$ cat config.mk
export PLATFORM = sky130hd
export DESIGN_NAME = pbil_div
export DESIGN_NICKNAME = d
export VERILOG_FILES = /design/src/pbil_pkg.sv /design/src/pbil_div.sv
export SDC_FILE = /design/constraint.sdc
export NUM_CORES = 1
export LEC_CHECK = 0
export BUFFER_PORTS_ARGS = -buffer_cell sky130_fd_sc_hd__buf_4
export CORE_AREA = 10 10 74 76
export CTS_BUF_LIST = sky130_fd_sc_hd__clkbuf_16
export CTS_CLUSTER_SIZE = 24
export DETAILED_ROUTE_END_ITERATION = 10
export DIE_AREA = 0 0 84 86
export GPL_ROUTABILITY_DRIVEN = 0
export HOLD_SLACK_MARGIN = 0.05
export PLACE_DENSITY = 0.77
export SKIP_CTS_REPAIR_TIMING = 1
export SLEW_MARGIN = 10
export SYNTH_ARGS = -nofsm -noshare
export SYNTH_HDL_FRONTEND = slang
export SYNTH_SLANG_ARGS = --single-unit
$ cat constraint.sdc
create_clock -name clk -period 2.2 [get_ports clk]
set_input_delay 0.66 -clock clk [delete_from_list [all_inputs] [get_ports clk]]
set_output_delay 0.66 -clock clk [all_outputs]
set_load 0.01 [all_outputs]
$ cat src/pbil_pkg.sv
// ----------------------------------------------------------------------------
// PBIL probability vector engine package
// Shared types, constants and codes for the probability store engine.
// ----------------------------------------------------------------------------
package pbil_pkg;

	// Probability fraction format, unsigned Q0.PROB_WIDTH
	localparam int PROB_WIDTH = 16;
	localparam int PROB_ONE   = 1 << PROB_WIDTH;

	typedef logic [PROB_WIDTH-1:0] prob_t;
	// multiplier operand: holds ONE minus a fraction, so one bit wider
	typedef logic [PROB_WIDTH:0]   mult_t;

	// two-term product sum from the serial multiplier
	localparam int PROD_W = 2 * PROB_WIDTH + 2;
	typedef logic [PROD_W-1:0] prod_t;

	// selected count and ones count
	localparam int SEL_W = 8;
	typedef logic [SEL_W-1:0] sel_t;
	localparam int MAX_SELECTED = 255;

	// gamma * ones fits in this many bits
	localparam int DIVD_W = PROB_WIDTH + SEL_W;
	typedef logic [DIVD_W-1:0] divd_t;

	localparam int IDX_W      = 12;
	localparam int N_BITS_DEF = 4096;

	// fixed probability values
	localparam prob_t PROB_HALF = prob_t'(PROB_ONE / 2);
	localparam prob_t SEED_HI   = prob_t'((99 * PROB_ONE + 50) / 100);
	localparam prob_t SEED_LO   = prob_t'((PROB_ONE + 50) / 100);

	// sequencer step counts
	localparam int MUL_STEPS = PROB_WIDTH + 1;
	localparam int DIV_STEPS = DIVD_W;
	localparam int CNT_W     = $clog2(DIV_STEPS + 1);

	// Configuration port
	localparam int CFG_W     = 16;
	localparam int CFG_IDX_W = 2;

	typedef enum logic [CFG_IDX_W-1:0] {
		REG_GAMMA     = 2'd0,
		REG_SELECTED  = 2'd1,
		REG_MUT_RATE  = 2'd2,
		REG_MUT_SHIFT = 2'd3
	} cfg_reg_t;

	localparam prob_t GAMMA_RST     = prob_t'(655);
	localparam sel_t  SELECTED_RST  = sel_t'(1);
	localparam prob_t MUT_RATE_RST  = prob_t'(1311);
	localparam prob_t MUT_SHIFT_RST = prob_t'(3277);

	// Operation codes
	typedef enum logic [1:0] {
		OP_SAMPLE = 2'd0,
		OP_LEARN  = 2'd1,
		OP_MUTATE = 2'd2,
		OP_SEED   = 2'd3
	} op_t;

	// Request and response words
	typedef struct packed {
		op_t              req_type;
		logic [IDX_W-1:0] bit_index;
		prob_t            random_a;
		prob_t            random_b;
		sel_t             ones_count;
		logic             seed_bit;
	} req_t;

	typedef struct packed {
		logic  sampled_bit;
		prob_t probability_q16;
	} rsp_t;

endpackage

$ cat src/pbil_div.sv
// ----------------------------------------------------------------------------
// PBIL serial divider
// Restoring divider, one quotient bit per step, MSB first. The quotient
// replaces the dividend in its shift register after DIV_STEPS steps.
// ----------------------------------------------------------------------------
module pbil_div import pbil_pkg::*; (
	input  logic  clk,
	input  logic  load,
	input  logic  step,
	input  divd_t dividend,
	input  sel_t  divisor,
	output divd_t quotient
);

	divd_t          dq_q;
	sel_t           d_q;
	sel_t           r_q;
	logic [SEL_W:0] trial;
	logic           ge;

	// trial subtract of the shifted remainder
	always_comb begin
		trial = {r_q, dq_q[DIVD_W-1]};
		ge    = (trial >= {1'b0, d_q});
	end

	always_ff @(posedge clk) begin
		if (load) begin
			dq_q <= dividend;
			d_q  <= divisor;
			r_q  <= '0;
		end else if (step) begin
			r_q  <= ge ? sel_t'(trial - {1'b0, d_q}) : trial[SEL_W-1:0];
			dq_q <= {dq_q[DIVD_W-2:0], ge};
		end
	end

	assign quotient = dq_q;

endmodule

==> impl_metrics.toml <==
[outcome]
status = "finished clean"

[synth]
ys_seq_area_share_pct = 55.8
synth_edf_count = 32
syn_avg_cell_area_um2 = 13.2
synth_cell_type_count = 38
postSynthCellCount = 152
async_flop_share_pct = 0
synth_flop_cell = "edfxtp_1"
synthesis.area_mm2 = 0.00201
synth_seq_cells = 40
ys_warn_count = 0
syn_nets = 196

[cells_and_area]
fill_cells = 297
final_cell_mix = "buf_4 (60), edfxtp_1 (32), mux2_2 (24)"
final_cell_area_mm2 = 0.00267
diodes = 0
multiInputGateArea_um2 = 833
fin_nets = 260
layout-drive-gt1-share_pct = 46.1
fin_util_pct = 67.1
final_common_cell = "buf_4"
fin_cells = 267
synthToLayoutAreaGrowth_pct = 32.7
seq_area_mm2 = 0.00112

[clock_tree]
clockBufferDepth = 2
cts_buffers = 5
insertion_delay_ns = 0.28
htreeDepth = 2
cts_tree = "done"
cts.sinks = 40
clk_pin_slew_ns = 0.06
clock-root-buffer = "clkbuf_16"

[routing]
dr_total_vias = 1457
finalWirelength_um = 4810
wl_met3_um = 471
first_pass_iters = 4
drt-initial-drc-count = 99
wl_met2_um = 2540
via_per_inst = 5.46
top_layer = "met4"
routedWlPerCell_um = 18.0
drc = 0
wl_met1_um = 1760
ant_nets = 0

[worst_setup_path]
critPathSlowestCell = "ha_1"
cp-start-kind = "flip-flop"
cp_data_arrival_time_ns = 2.32
path_delay_family = "compound AO/OA/AOI/OAI gates"
crit_type = "reg -> reg"
path_cells = "inv_1 > ha_1 > a21o_1 > a221oi_2 > o21ai_4 > mux2_4 > a211oi_2"
cp.required_ns = 2.40
max_stage_delay_ns = 0.36
worst-path-buf-inv = 1
cp_max_fo = 11
cp-end-kind = "flip-flop"

[grt]
grt_overflow = 0
grt_pass1_vias = 1676
antenna_found_initial = 0
grt_pass1_wl_um = 8220
grtUsageTotal_pct = 13.7
grt_max_degree = 32

[placed_design]
dp_hpwl_um = 3680
dpl-instance-area_mm2 = 0.00252
io_buffers = 58
dp.cells = 259

[timing]
setup_viol = 0
hold_viol_final = 0
fmax_ghz = 0.471
tightest_slew_ns = 0.438
final.setup.tns_ns = 0
skew_ns = 0.00864
drv_slew = 0
slew_headroom_pct = 70.7
finalCritPeriodShare_pct = 96.5
rsz0062_at_grt = "no"
min_period_ns = 2.12

[die]
die_x_um = 84
start_util_pct = 50.6
rows = 23
io_pins = 59
dieHeight_um = 86
core_area_mm2 = 0.00397
fp.dieArea_mm2 = 0.00722

[pwr]
power.density_mw_per_mm2 = 780
p_leak_nw = 1.14
peakVddDrop_v = 0.000625
report.power.total_mw = 2.08

[run]
drv_cap = 0

[worst_hold_path]
min_path_type = "reg -> reg"
[flip-flops by register name, summed over array words and instances, names as in the netlist]
| register | cells |
|---|---|
| quotient | 24 |
| d_q | 8 |
| r_q | 8 |
[synth_stat cells (2+ instances only)]
cell | count | area, µm²
a211oi_2 | 2 | 25.0
a21o_1 | 3 | 22.5
a21oi_1 | 3 | 15.0
buf_2 | 2 | 10.0
dfxtp_1 | 8 | 160
edfxtp_1 | 32 | 961
ha_1 | 8 | 100
inv_1 | 11 | 41.3
mux2_2 | 24 | 270
mux2i_1 | 4 | 40.0
nand2_1 | 8 | 30.0
nand2b_1 | 4 | 25.0
nand3_1 | 2 | 10.0
nor2_1 | 11 | 41.3
nor2b_1 | 2 | 12.5
o21ai_0 | 2 | 10.0
o21ai_1 | 2 | 10.0
xor2_1 | 4 | 35.0
[final timing paths]
path | start | endpoint | slack (ns) | cells past startpoint
max | d_q[4]$_DFFE_PP_ | r_q[0]$_SDFFE_PP0P_ | 0.08 | 7
max reg2reg | d_q[4]$_DFFE_PP_ | r_q[0]$_SDFFE_PP0P_ | 0.08 | 7
min reg2reg | r_q[4]$_SDFFE_PP0P_ | r_q[4]$_SDFFE_PP0P_ | 0.51 | 2
min | r_q[4]$_SDFFE_PP0P_ | r_q[4]$_SDFFE_PP0P_ | 0.51 | 2
[final cells by class]
cell class	count	area share [%]
clock inverters	3	0.423
flip-flops and latches	40	42.1
inverters	11	1.55
well taps	50	2.35
repair buffers	61	17.7
clock buffers	5	4.69
multi-input cells	97	31.3
[logic make-up (layout without fill, tap and decap cells)]
logic type | Yosys count | in the layout | synth area share, %
compound gates | 22 | 22 | 8.91
xor+xnor | 5 | 5 | 2.18
fa+ha+maj | 9 | 9 | 5.98
buf+inv | 15 | 80 | 3.30
flops | 40 | 40 | 55.8
mux | 29 | 29 | 16.2
simple gates | 32 | 32 | 7.60
[metrics by stage]
step / hold slack (ns) / setup WS, ns
CTS: 0.511 / 0.0743
detailed placement: 0.500 / 0.120
floorplan: 0.444 / 0.318
finish: 0.506 / 0.0762
global route: 0.538 / 0.0269
global placement: 0.481 / 0.179
[power breakdown]
group	switching (mW)	internal [mW]	total, mW	leakage, nW
Sequential	0.0424	0.906	0.949	0.389
Combinational	0.221	0.238	0.459	0.681
Clock	0.264	0.408	0.671	0.0701
[per-layer routing]
layer	vias to the layer above	global-route usage (%)
met5	-	0
met4	0	3.04
met3	4	6.81
met2	48	24.7
met1	716	13.9
li1	689	-
[worst min-delay path, cell delays in order (launching register included)]
cell and delay, ns:
dfxtp_1 0.33, nand2_1 0.06, o21ai_1 0.06
No activity file was read; power rests on OpenSTA's default activity.
