==> config.mk <==
export PLATFORM = sky130hd
export DESIGN_NAME = pbil_mul
export DESIGN_NICKNAME = d
export VERILOG_FILES = /design/src/pbil_pkg.sv /design/src/pbil_mul.sv
export SDC_FILE = /design/constraint.sdc
export NUM_CORES = 1
export LEC_CHECK = 0
export ABC_AREA = 1
export BUFFER_PORTS_ARGS = -buffer_cell sky130_fd_sc_hd__clkbuf_2
export CORE_MARGIN = 2
export CORE_UTILIZATION = 40
export CTS_BUF_LIST = sky130_fd_sc_hd__clkbuf_4 sky130_fd_sc_hd__clkbuf_8
export CTS_CLUSTER_SIZE = 8
export DETAILED_ROUTE_END_ITERATION = 8
export GPL_TIMING_DRIVEN = 0
export PLACE_DENSITY = 0.66
export SLEW_MARGIN = 20
export SYNTH_ARGS = -nofsm -noshare
export SYNTH_HDL_FRONTEND = slang
export SYNTH_SLANG_ARGS = --single-unit
==> constraint.sdc <==
create_clock -name clk -period 2.6 [get_ports clk]
set_clock_uncertainty 0.1 [all_clocks]
set_input_delay 0.39 -clock clk [delete_from_list [all_inputs] [get_ports clk]]
set_output_delay 0.39 -clock clk [all_outputs]
set_load 0.02 [all_outputs]
==> src/pbil_pkg.sv <==
// ----------------------------------------------------------------------------
// PBIL probability vector engine package
// Shared types, constants and codes for the probability store engine.
// ----------------------------------------------------------------------------
package pbil_pkg;

	// Probability fraction format, unsigned Q0.PROB_WIDTH
	localparam int PROB_WIDTH = 16;
	localparam int PROB_ONE   = 1 << PROB_WIDTH;

	typedef logic [PROB_WIDTH-1:0] prob_t;
	// multiplier operand: holds ONE minus a fraction, so one bit wider
	typedef logic [PROB_WIDTH:0]   mult_t;

	// two-term product sum from the serial multiplier
	localparam int PROD_W = 2 * PROB_WIDTH + 2;
	typedef logic [PROD_W-1:0] prod_t;

	// selected count and ones count
	localparam int SEL_W = 8;
	typedef logic [SEL_W-1:0] sel_t;
	localparam int MAX_SELECTED = 255;

	// gamma * ones fits in this many bits
	localparam int DIVD_W = PROB_WIDTH + SEL_W;
	typedef logic [DIVD_W-1:0] divd_t;

	localparam int IDX_W      = 12;
	localparam int N_BITS_DEF = 4096;

	// fixed probability values
	localparam prob_t PROB_HALF = prob_t'(PROB_ONE / 2);
	localparam prob_t SEED_HI   = prob_t'((99 * PROB_ONE + 50) / 100);
	localparam prob_t SEED_LO   = prob_t'((PROB_ONE + 50) / 100);

	// sequencer step counts
	localparam int MUL_STEPS = PROB_WIDTH + 1;
	localparam int DIV_STEPS = DIVD_W;
	localparam int CNT_W     = $clog2(DIV_STEPS + 1);

	// Configuration port
	localparam int CFG_W     = 16;
	localparam int CFG_IDX_W = 2;

	typedef enum logic [CFG_IDX_W-1:0] {
		REG_GAMMA     = 2'd0,
		REG_SELECTED  = 2'd1,
		REG_MUT_RATE  = 2'd2,
		REG_MUT_SHIFT = 2'd3
	} cfg_reg_t;

	localparam prob_t GAMMA_RST     = prob_t'(655);
	localparam sel_t  SELECTED_RST  = sel_t'(1);
	localparam prob_t MUT_RATE_RST  = prob_t'(1311);
	localparam prob_t MUT_SHIFT_RST = prob_t'(3277);

	// Operation codes
	typedef enum logic [1:0] {
		OP_SAMPLE = 2'd0,
		OP_LEARN  = 2'd1,
		OP_MUTATE = 2'd2,
		OP_SEED   = 2'd3
	} op_t;

	// Request and response words
	typedef struct packed {
		op_t              req_type;
		logic [IDX_W-1:0] bit_index;
		prob_t            random_a;
		prob_t            random_b;
		sel_t             ones_count;
		logic             seed_bit;
	} req_t;

	typedef struct packed {
		logic  sampled_bit;
		prob_t probability_q16;
	} rsp_t;

endpackage

==> src/pbil_mul.sv <==
// ----------------------------------------------------------------------------
// PBIL serial multiplier
// Bit-serial shift-add unit forming ma*xa + mb*xb, one multiplier bit per
// step, LSB first. The product is complete after MUL_STEPS steps.
// ----------------------------------------------------------------------------
module pbil_mul import pbil_pkg::*; (
	input  logic  clk,
	input  logic  load,
	input  logic  step,
	input  prob_t ma,
	input  prob_t mb,
	input  mult_t xa,
	input  mult_t xb,
	output prod_t product
);

	prob_t                 ma_q, mb_q;
	mult_t                 xa_q, xb_q;
	logic [PROB_WIDTH:0]   hi_q;
	logic [PROB_WIDTH:0]   lo_q;
	logic [PROB_WIDTH+1:0] sum;

	// partial sum: running high half plus the selected multiplicands
	always_comb begin
		sum = {1'b0, hi_q}
			+ (xa_q[0] ? {2'b00, ma_q} : '0)
			+ (xb_q[0] ? {2'b00, mb_q} : '0);
	end

	// operand load, then shift right one bit per step
	always_ff @(posedge clk) begin
		if (load) begin
			ma_q <= ma;
			mb_q <= mb;
			xa_q <= xa;
			xb_q <= xb;
			hi_q <= '0;
			lo_q <= '0;
		end else if (step) begin
			xa_q <= xa_q >> 1;
			xb_q <= xb_q >> 1;
			hi_q <= sum[PROB_WIDTH+1:1];
			lo_q <= {sum[0], lo_q[PROB_WIDTH:1]};
		end
	end

	assign product = {hi_q, lo_q};

endmodule

==> impl_results.md, run 1 <==
- Core Area: 12,500 sq um
- Starting DRC count in detailed routing: 190
- CP Max Fanout: 5
- Post-Syn Nets: between 600 and 700
- RSZ-0062 raised after global routing: yes
- Final setup vio count: 10
- GRT Residual Overflow: 0
- Library cells used by synthesis: 32
- Cts bufs inserted: 9
- Via density: around 4.7
- Period utilisation layout: 1.02
- Slew margin rel.: 0.461
- Worst setup margin: -0.0606 ns
- Die H: 117 um
- Dpl ws: -0.610 ns
- Vias: about 4,100
- Min Clock Period, post-route: 2.66 ns
- Crit path largest cell delay: 0.56 ns
- Largest cells by area after synthesis: edfxtp_1 39%, nand2_1 16%, dfxtp_1 13%
- DR pass1 iterations: 5
- Largest net degree at the start of global routing: 44
- Core Util, Final: 0.525
- WL final: 12.3 mm
- Mux cell area share after synthesis: 0
- First-pass GRT wire length: 19.5 mm
- Die width: ~120 um
- Synth Register Bits: 100
- P_leak: approximately 3.3 nW
- Antenna Nets Post-Route: 0
- Failing checks: setup timing
- Max-cap violations: 0
- XOR/XNOR Fraction of Synth Area: 0.00172
- Compound-Gate Fraction of Synth Area: 0.0416
- CP Buf/Inv Count: 3
- Critical path class: flop to flop
- Min-delay worst type: primary input to flop
- Drc violations: 0
- Clock-pin slew on the worst setup and hold paths: 0.10 ns
- Synth Area in Adders: 0.106
- Initial antenna violation count: 0
- # diodes: 0
- Reg2reg setup slack: -0.06 ns
- Worst slew pin tran: 0.809 ns
- Port Buf Inserts: 101
- Outcome: finished with violations
- Slowest CP cell: edfxtp_1
- Post-synthesis cell area: a little over 5000 sq um
- Avg Cell Area, Syn: ~8.8 sq um
- Die area: 13,600 sq um
- Fill count: roughly 1,100
- Total clock sinks: 100
- GP Congestion: 0.857
- Area Overhead vs Synth: 29.3%
- Crit path capture type: flop
- Cells along the critical path: buf_6 > nand2_1 > inv_1 > fa_1 > ha_4 > or2_0 > and2_4 > nand3_4 > nand3_4 > nand2_2 > nand3_2 > nand2_1 > inv_1
- Max VDD drop: 0.000305 V
- Top cell type by total area after synthesis: edfxtp_1
- Cells after Synth: 579
- Final hold violation count: 0
- Initial core utilization: 0.406
- Commonest non-fill, non-tap cell in the layout: nand2_1
- Commonest cells after routing, fill and taps aside: 194 x nand2_1, 101 x clkbuf_2, 89 x inv_1
- Main combinational cell family by area after synthesis: simple AND/OR/NAND/NOR gates
- Crit path max-delay family: simple AND/OR/NAND/NOR gates
- Dpl hpwl: 8.45 mm
- WL/cell: between 10 and 15 um
- Critical path launch point type: flop
- CTS tree: built
- Pwr dens: 686 nW/um^2
- Worst EP arrival: 2.84 ns
- Worst-case clock buffer depth: 2
- Placed cells: 852
- Finished Layout Cells: 882
- Tot GR Track Use: 0.186
- Fmax: ~0.38 GHz
- Root Driver: clkbuf_8
- Vias in the first global route: 4,191
- Simple-gate share of the synthesized area: 0.234
- Seq/Total Area, Yosys: 0.523
- FP Rows: 41
- Io pins: around 100
- Slew Limit Fails: 0
- Ys Warns: 0
- CP Data Required Time: 2.78 ns
- Top cell type's share of synthesized area: 0.390
- CTS H-Tree Depth: 3
- Fin nets: between 800 and 900
- Share of cells above drive strength 1: 0.327
- Skew-Pair Late Insertion Delay: 0.37 ns
-- through the flow --
stage | cell area (sq um) | power [mW] | hold WS, ns | TNS (ns)
2_1_floorplan | 5090 | 2.72 | 0.387 | 0
3_5_place_dp | 5810 | 3.05 | 0.387 | -8.10
4_1_cts | 6250 | 4.21 | 0.0815 | -0.136
6_report | 6580 | 4.51 | 0.0957 | -0.248
3_3_place_gp | 5810 | 3.01 | 0.372 | -6.40
5_1_grt | 6580 | 4.75 | 0.0773 | -1.32
-- routing by layer --
metal	GRT usage	vias to the layer above	part of all wire
met3	0.0462	31	0.057
met1	0.220	1919	0.40
li1	-	2066	-
met4	0.0682	0	0.031
met5	0	-	0
met2	0.327	109	0.51
-- registers in the layout, indices dropped and copies added, names as in the netlist --
name  count
hi_q     17
xb_q     17
ma_q     16
xa_q     17
lo_q     17
mb_q     16
-- cells by family (layout without fill, tap and decap cells) --
kind of cell | count (synthesis) | count (layout)
and+or+nand+nor | 292 | 292
buffers and inverters | 116 | 247
DFF | 100 | 100
AOI/OAI and AO/OA | 37 | 37
adders and majority gates | 33 | 33
xor gates and xnor gates | 1 | 1
-- final timing paths --
check                               end                 start  depth (start not counted)
hold / removal        mb_q[7]$_DFFE_PP_                 mb[7]                          1
setup / recovery  hi_q[12]$_SDFFE_PP0P_     xb_q[0]$_DFFE_PP_                         13
setup reg to reg  hi_q[12]$_SDFFE_PP0P_     xb_q[0]$_DFFE_PP_                         13
hold reg to reg    lo_q[5]$_SDFFE_PP0P_  lo_q[6]$_SDFFE_PP0P_                          2
-- cell usage after synthesis (all sizes together) --
cell      n
nand4     1
nor2     28
nand2   225
and2      1
a31o      1
buf      11
xnor2     1
o22ai    16
nor3      4
or2       3
inv      98
fa       17
nand3b    1
clkbuf    7
a21oi    12
o21ai     7
ha       16
edfxtp   66
dfxtp    34
nand3    29
o31ai     1
-- power by group --
group          internal, mW  switching (mW)  leakage, nW  total (mW)
Clock                 0.439           0.539        0.103       0.978
Sequential             1.86          0.0913        0.947        1.95
Combinational         0.685           0.899         2.27        1.58
Total                  2.98            1.53         3.32        4.51
-- final cells by class --
class	instances	area [sq um]	area share
well taps	172	215	0.0327
repair buffers	117	662	0.101
clock buffers	13	173	0.0263
clock inverters	3	18.8	0.00285
plain buffers	16	121	0.0185
inverters	98	368	0.0559
multi-input cells	363	2350	0.358
flip-flops and latches	100	2660	0.405
-- repair_timing --
action / in CTS / in global routing
gates resized for setup: 32 / 70
hold buffers: 0 / 0
cloned: 1 / 1
pin swaps: 10 / 41
setup endpoints to repair: 16 / 14
setup buffers: 5 / 9
Note: power is estimated with default switching activity, not from simulation.
==> run 2, diff against run 1 <==
--- a/config.mk
+++ b/config.mk
@@ -12,7 +12,6 @@
 export CTS_BUF_LIST = sky130_fd_sc_hd__clkbuf_4 sky130_fd_sc_hd__clkbuf_8
 export CTS_CLUSTER_SIZE = 8
 export DETAILED_ROUTE_END_ITERATION = 8
-export GPL_TIMING_DRIVEN = 0
 export PLACE_DENSITY = 0.66
 export SLEW_MARGIN = 20
 export SYNTH_ARGS = -nofsm -noshare
==> impl_results.md, run 2 (same netlist as run 1, synthesis figures left out) <==
- Outcome: completed (was finished with violations)
- Clock-pin slew on the worst setup and hold paths: 0.10 ns (about the same)
- Die width: 117 um (unchanged)
- Root Driver: clkbuf_8 (unchanged)
- Core Util, Final: 0.516 (was 0.525)
- CP Max Fanout: 5 (unchanged)
- Die area: 13,600 sq um (unchanged)
- Port Buf Inserts: 102 (was 101)
- Worst EP arrival: 2.75 ns (was 2.84 ns)
- Pwr dens: 689 nW/um^2 (was 686 nW/um^2)
- Initial core utilization: 0.406 (unchanged)
- Max VDD drop: 0.000283 V (was 0.000305 V)
- Slew Limit Fails: 0 (unchanged)
- Min-Delay Endpoint: mb_q[0]$_DFFE_PP_ (was mb_q[7]$_DFFE_PP_)
- Worst reg2reg path endpoint: hi_q[9]$_SDFFE_PP0P_ (was hi_q[12]$_SDFFE_PP0P_)
- Worst setup margin: 0.0338 ns (was -0.0606 ns)
- Fmax: 0.390 GHz (was 0.376 GHz)
- Fin nets: 795 (was 807)
- Largest net degree at the start of global routing: 62 (was 44)
- Cell Int Power: 2.96 mW (was 2.98 mW)
- Dpl hpwl: 8.11 mm (was 8.45 mm)
- Vias: 4,031 (was 4,125)
- GP Congestion: 0.967 (was 0.857)
- Reg2reg setup slack: 0.03 ns (was -0.06 ns)
- Antenna Nets Post-Route: 0 (unchanged)
- Area Overhead vs Synth: 27.0% (was 29.3%)
- WL final: 11.5 mm (was 12.3 mm)
- Min Clock Period, post-route: 2.57 ns (was 2.66 ns)
- Vias in the first global route: 3,970 (was 4,191)
- # diodes: 0 (unchanged)
- Total clock sinks: 100 (unchanged)
- Drc violations: 0 (unchanged)
- Cts bufs inserted: 9 (unchanged)
- Switch share: 0.334 (was 0.339)
- Post-route design area: 6460 sq um (was 6580 sq um)
- Period utilisation layout: 0.987 (was 1.02)
- CP Data Required Time: 2.78 ns (about the same)
- Power share of the combinational group: 0.334 (was 0.351)
- FP Rows: 41 (unchanged)
- Share of cells above drive strength 1: 0.315 (was 0.327)
- Final hold violation count: 0 (unchanged)
- Starting DRC count in detailed routing: 182 (was 190)
- Hold buffer count at CTS: 0 (unchanged)
- Dpl ws: -0.0305 ns (was -0.610 ns)
- Final setup vio count: 0 (was 10)
- CTS H-Tree Depth: 3 (unchanged)
- Slew margin rel.: 0.722 (was 0.461)
- Initial antenna violation count: 0 (unchanged)
- Worst r2r src: xb_q[0]$_DFFE_PP_ (unchanged)
- Worst-case clock buffer depth: 2 (unchanged)
- Worst slew pin tran: 0.416 ns (was 0.809 ns)
- P_leak: 3.23 nW (was 3.32 nW)
- Skew-Pair Late Insertion Delay: 0.37 ns (about the same)
- Hold path depth: 1 (unchanged)
- Core Area: 12,500 sq um (unchanged)
- Critical path launch point type: flop (unchanged)
- Via density: 4.63 (was 4.68)
- Min-delay worst type: primary input to flop (unchanged)
- Hold_sp: mb[0] (was mb[7])
- Die H: 117 um (unchanged)
- Tot GR Track Use: 0.176 (was 0.186)
- Commonest non-fill, non-tap cell in the layout: nand2_1 (unchanged)
- Finished Layout Cells: 870 (was 882)
- RSZ-0062 raised after global routing: yes (unchanged)
- First-pass GRT wire length: 18.5 mm (was 19.5 mm)
- Placed Area: 5810 sq um (about the same)
- Max-cap violations: 0 (unchanged)
- R2R depth: 15 (was 13)
- GRT Residual Overflow: 0 (unchanged)
- Total Power: 4.45 mW (was 4.51 mW)
- CTS tree: built (unchanged)
- Sw power: 1.49 mW (was 1.53 mW)
- Critical path class: flop to flop (unchanged)
- Placed cells: 846 (was 852)
- Clock network fraction of total power: 0.228 (was 0.217)
- Crit path capture type: flop (unchanged)
- DR pass1 iterations: 5 (unchanged)
- Sequential Power Share: 0.438 (was 0.432)
- Io pins: 103 (unchanged)
- Commonest cells after routing, fill and taps aside: 192 x nand2_1, 102 x clkbuf_2, 88 x inv_1 (was 194 x nand2_1, 101 x clkbuf_2, 89 x inv_1)
- WL/cell: 13.3 um (was 13.9 um)
==> run 2: cell types whose count changed in the layout (fill, tap and decap cells not counted), moves of 3 or more <==
cell	change
nand2_2	+6
buf_2	-5
clkbuf_8	-4
nand2_4	-4
nand3_1	+4
nand3_2	-4
a21oi_2	-3
buf_8	-3
==> run 2: cell type report <==
class	instances	area, sq um
flip-flops and latches	100	2660
well taps	172	215
multi-input cells	363	2320
fillers	1194	6060
inverters	98	368
repair buffers	121	697
clock inverters	6	63.8
clock buffers	10	131
==> run 2: per-layer routing <==
| layer | share of wire | routed length, um | global-route usage |
|---|---|---|---|
| met5 | 0 | 0 | 0 |
| met4 | 0.018 | 206 | 0.0580 |
| met3 | 0.063 | 729 | 0.0431 |
| met2 | 0.51 | 5900 | 0.310 |
| met1 | 0.41 | 4710 | 0.211 |
==> run 2: through the flow <==
stage	TNS [ns]	hold WS [ns]
5_1_grt	-0.430	0.0694
3_3_place_gp	0	0.374
3_5_place_dp	-0.114	0.382
6_report	0	0.0866
4_1_cts	0	0.0675
2_1_floorplan	0	0.387
==> run 2: worst max path at each step <==
stage                 startpoint                     to  slack [ns]  depth (start not counted)
2_1_floorplan  xa_q[0]$_DFFE_PP_   hi_q[5]$_SDFFE_PP0P_        0.02                         13
3_3_place_gp   xa_q[0]$_DFFE_PP_  hi_q[13]$_SDFFE_PP0P_        0.03                         14
3_5_place_dp   xb_q[0]$_DFFE_PP_  hi_q[12]$_SDFFE_PP0P_       -0.03                         14
4_1_cts        xb_q[0]$_DFFE_PP_  hi_q[12]$_SDFFE_PP0P_       0.002                         14
5_1_grt        xb_q[0]$_DFFE_PP_   hi_q[8]$_SDFFE_PP0P_       -0.07                         13
6_report       xb_q[0]$_DFFE_PP_   hi_q[9]$_SDFFE_PP0P_        0.03                         15
==> run 2: worst max-delay path: stages (launching register included) <==
cell,delay (ns)
edfxtp_1,0.49
buf_6,0.18
nand2_1,0.05
inv_1,0.05
fa_1,0.48
ha_4,0.29
nand2_1,0.11
nand2_1,0.08
nand2_1,0.12
nand3_4,0.11
nand2_1,0.10
nand2_1,0.06
nand2_1,0.07
nand3_1,0.08
nand2_1,0.08
inv_1,0.03
==> run 2: power groups by stage <==
stage	Clock [mW]	Combinational, mW	Sequential, mW
2_1_floorplan	0	0.700	2.02
6_report	1.02	1.48	1.95
3_3_place_gp	0	1.07	1.98
5_1_grt	1.10	1.63	1.97
3_5_place_dp	0	1.09	1.98
4_1_cts	1.05	1.14	1.95
==> run 2: what timing repair did <==
item                                    4_1_cts  5_1_grt
endpoints found under the setup margin        6       13
buffers inserted                              1        7
pin swaps                                     2       17
resized for setup                             5       82
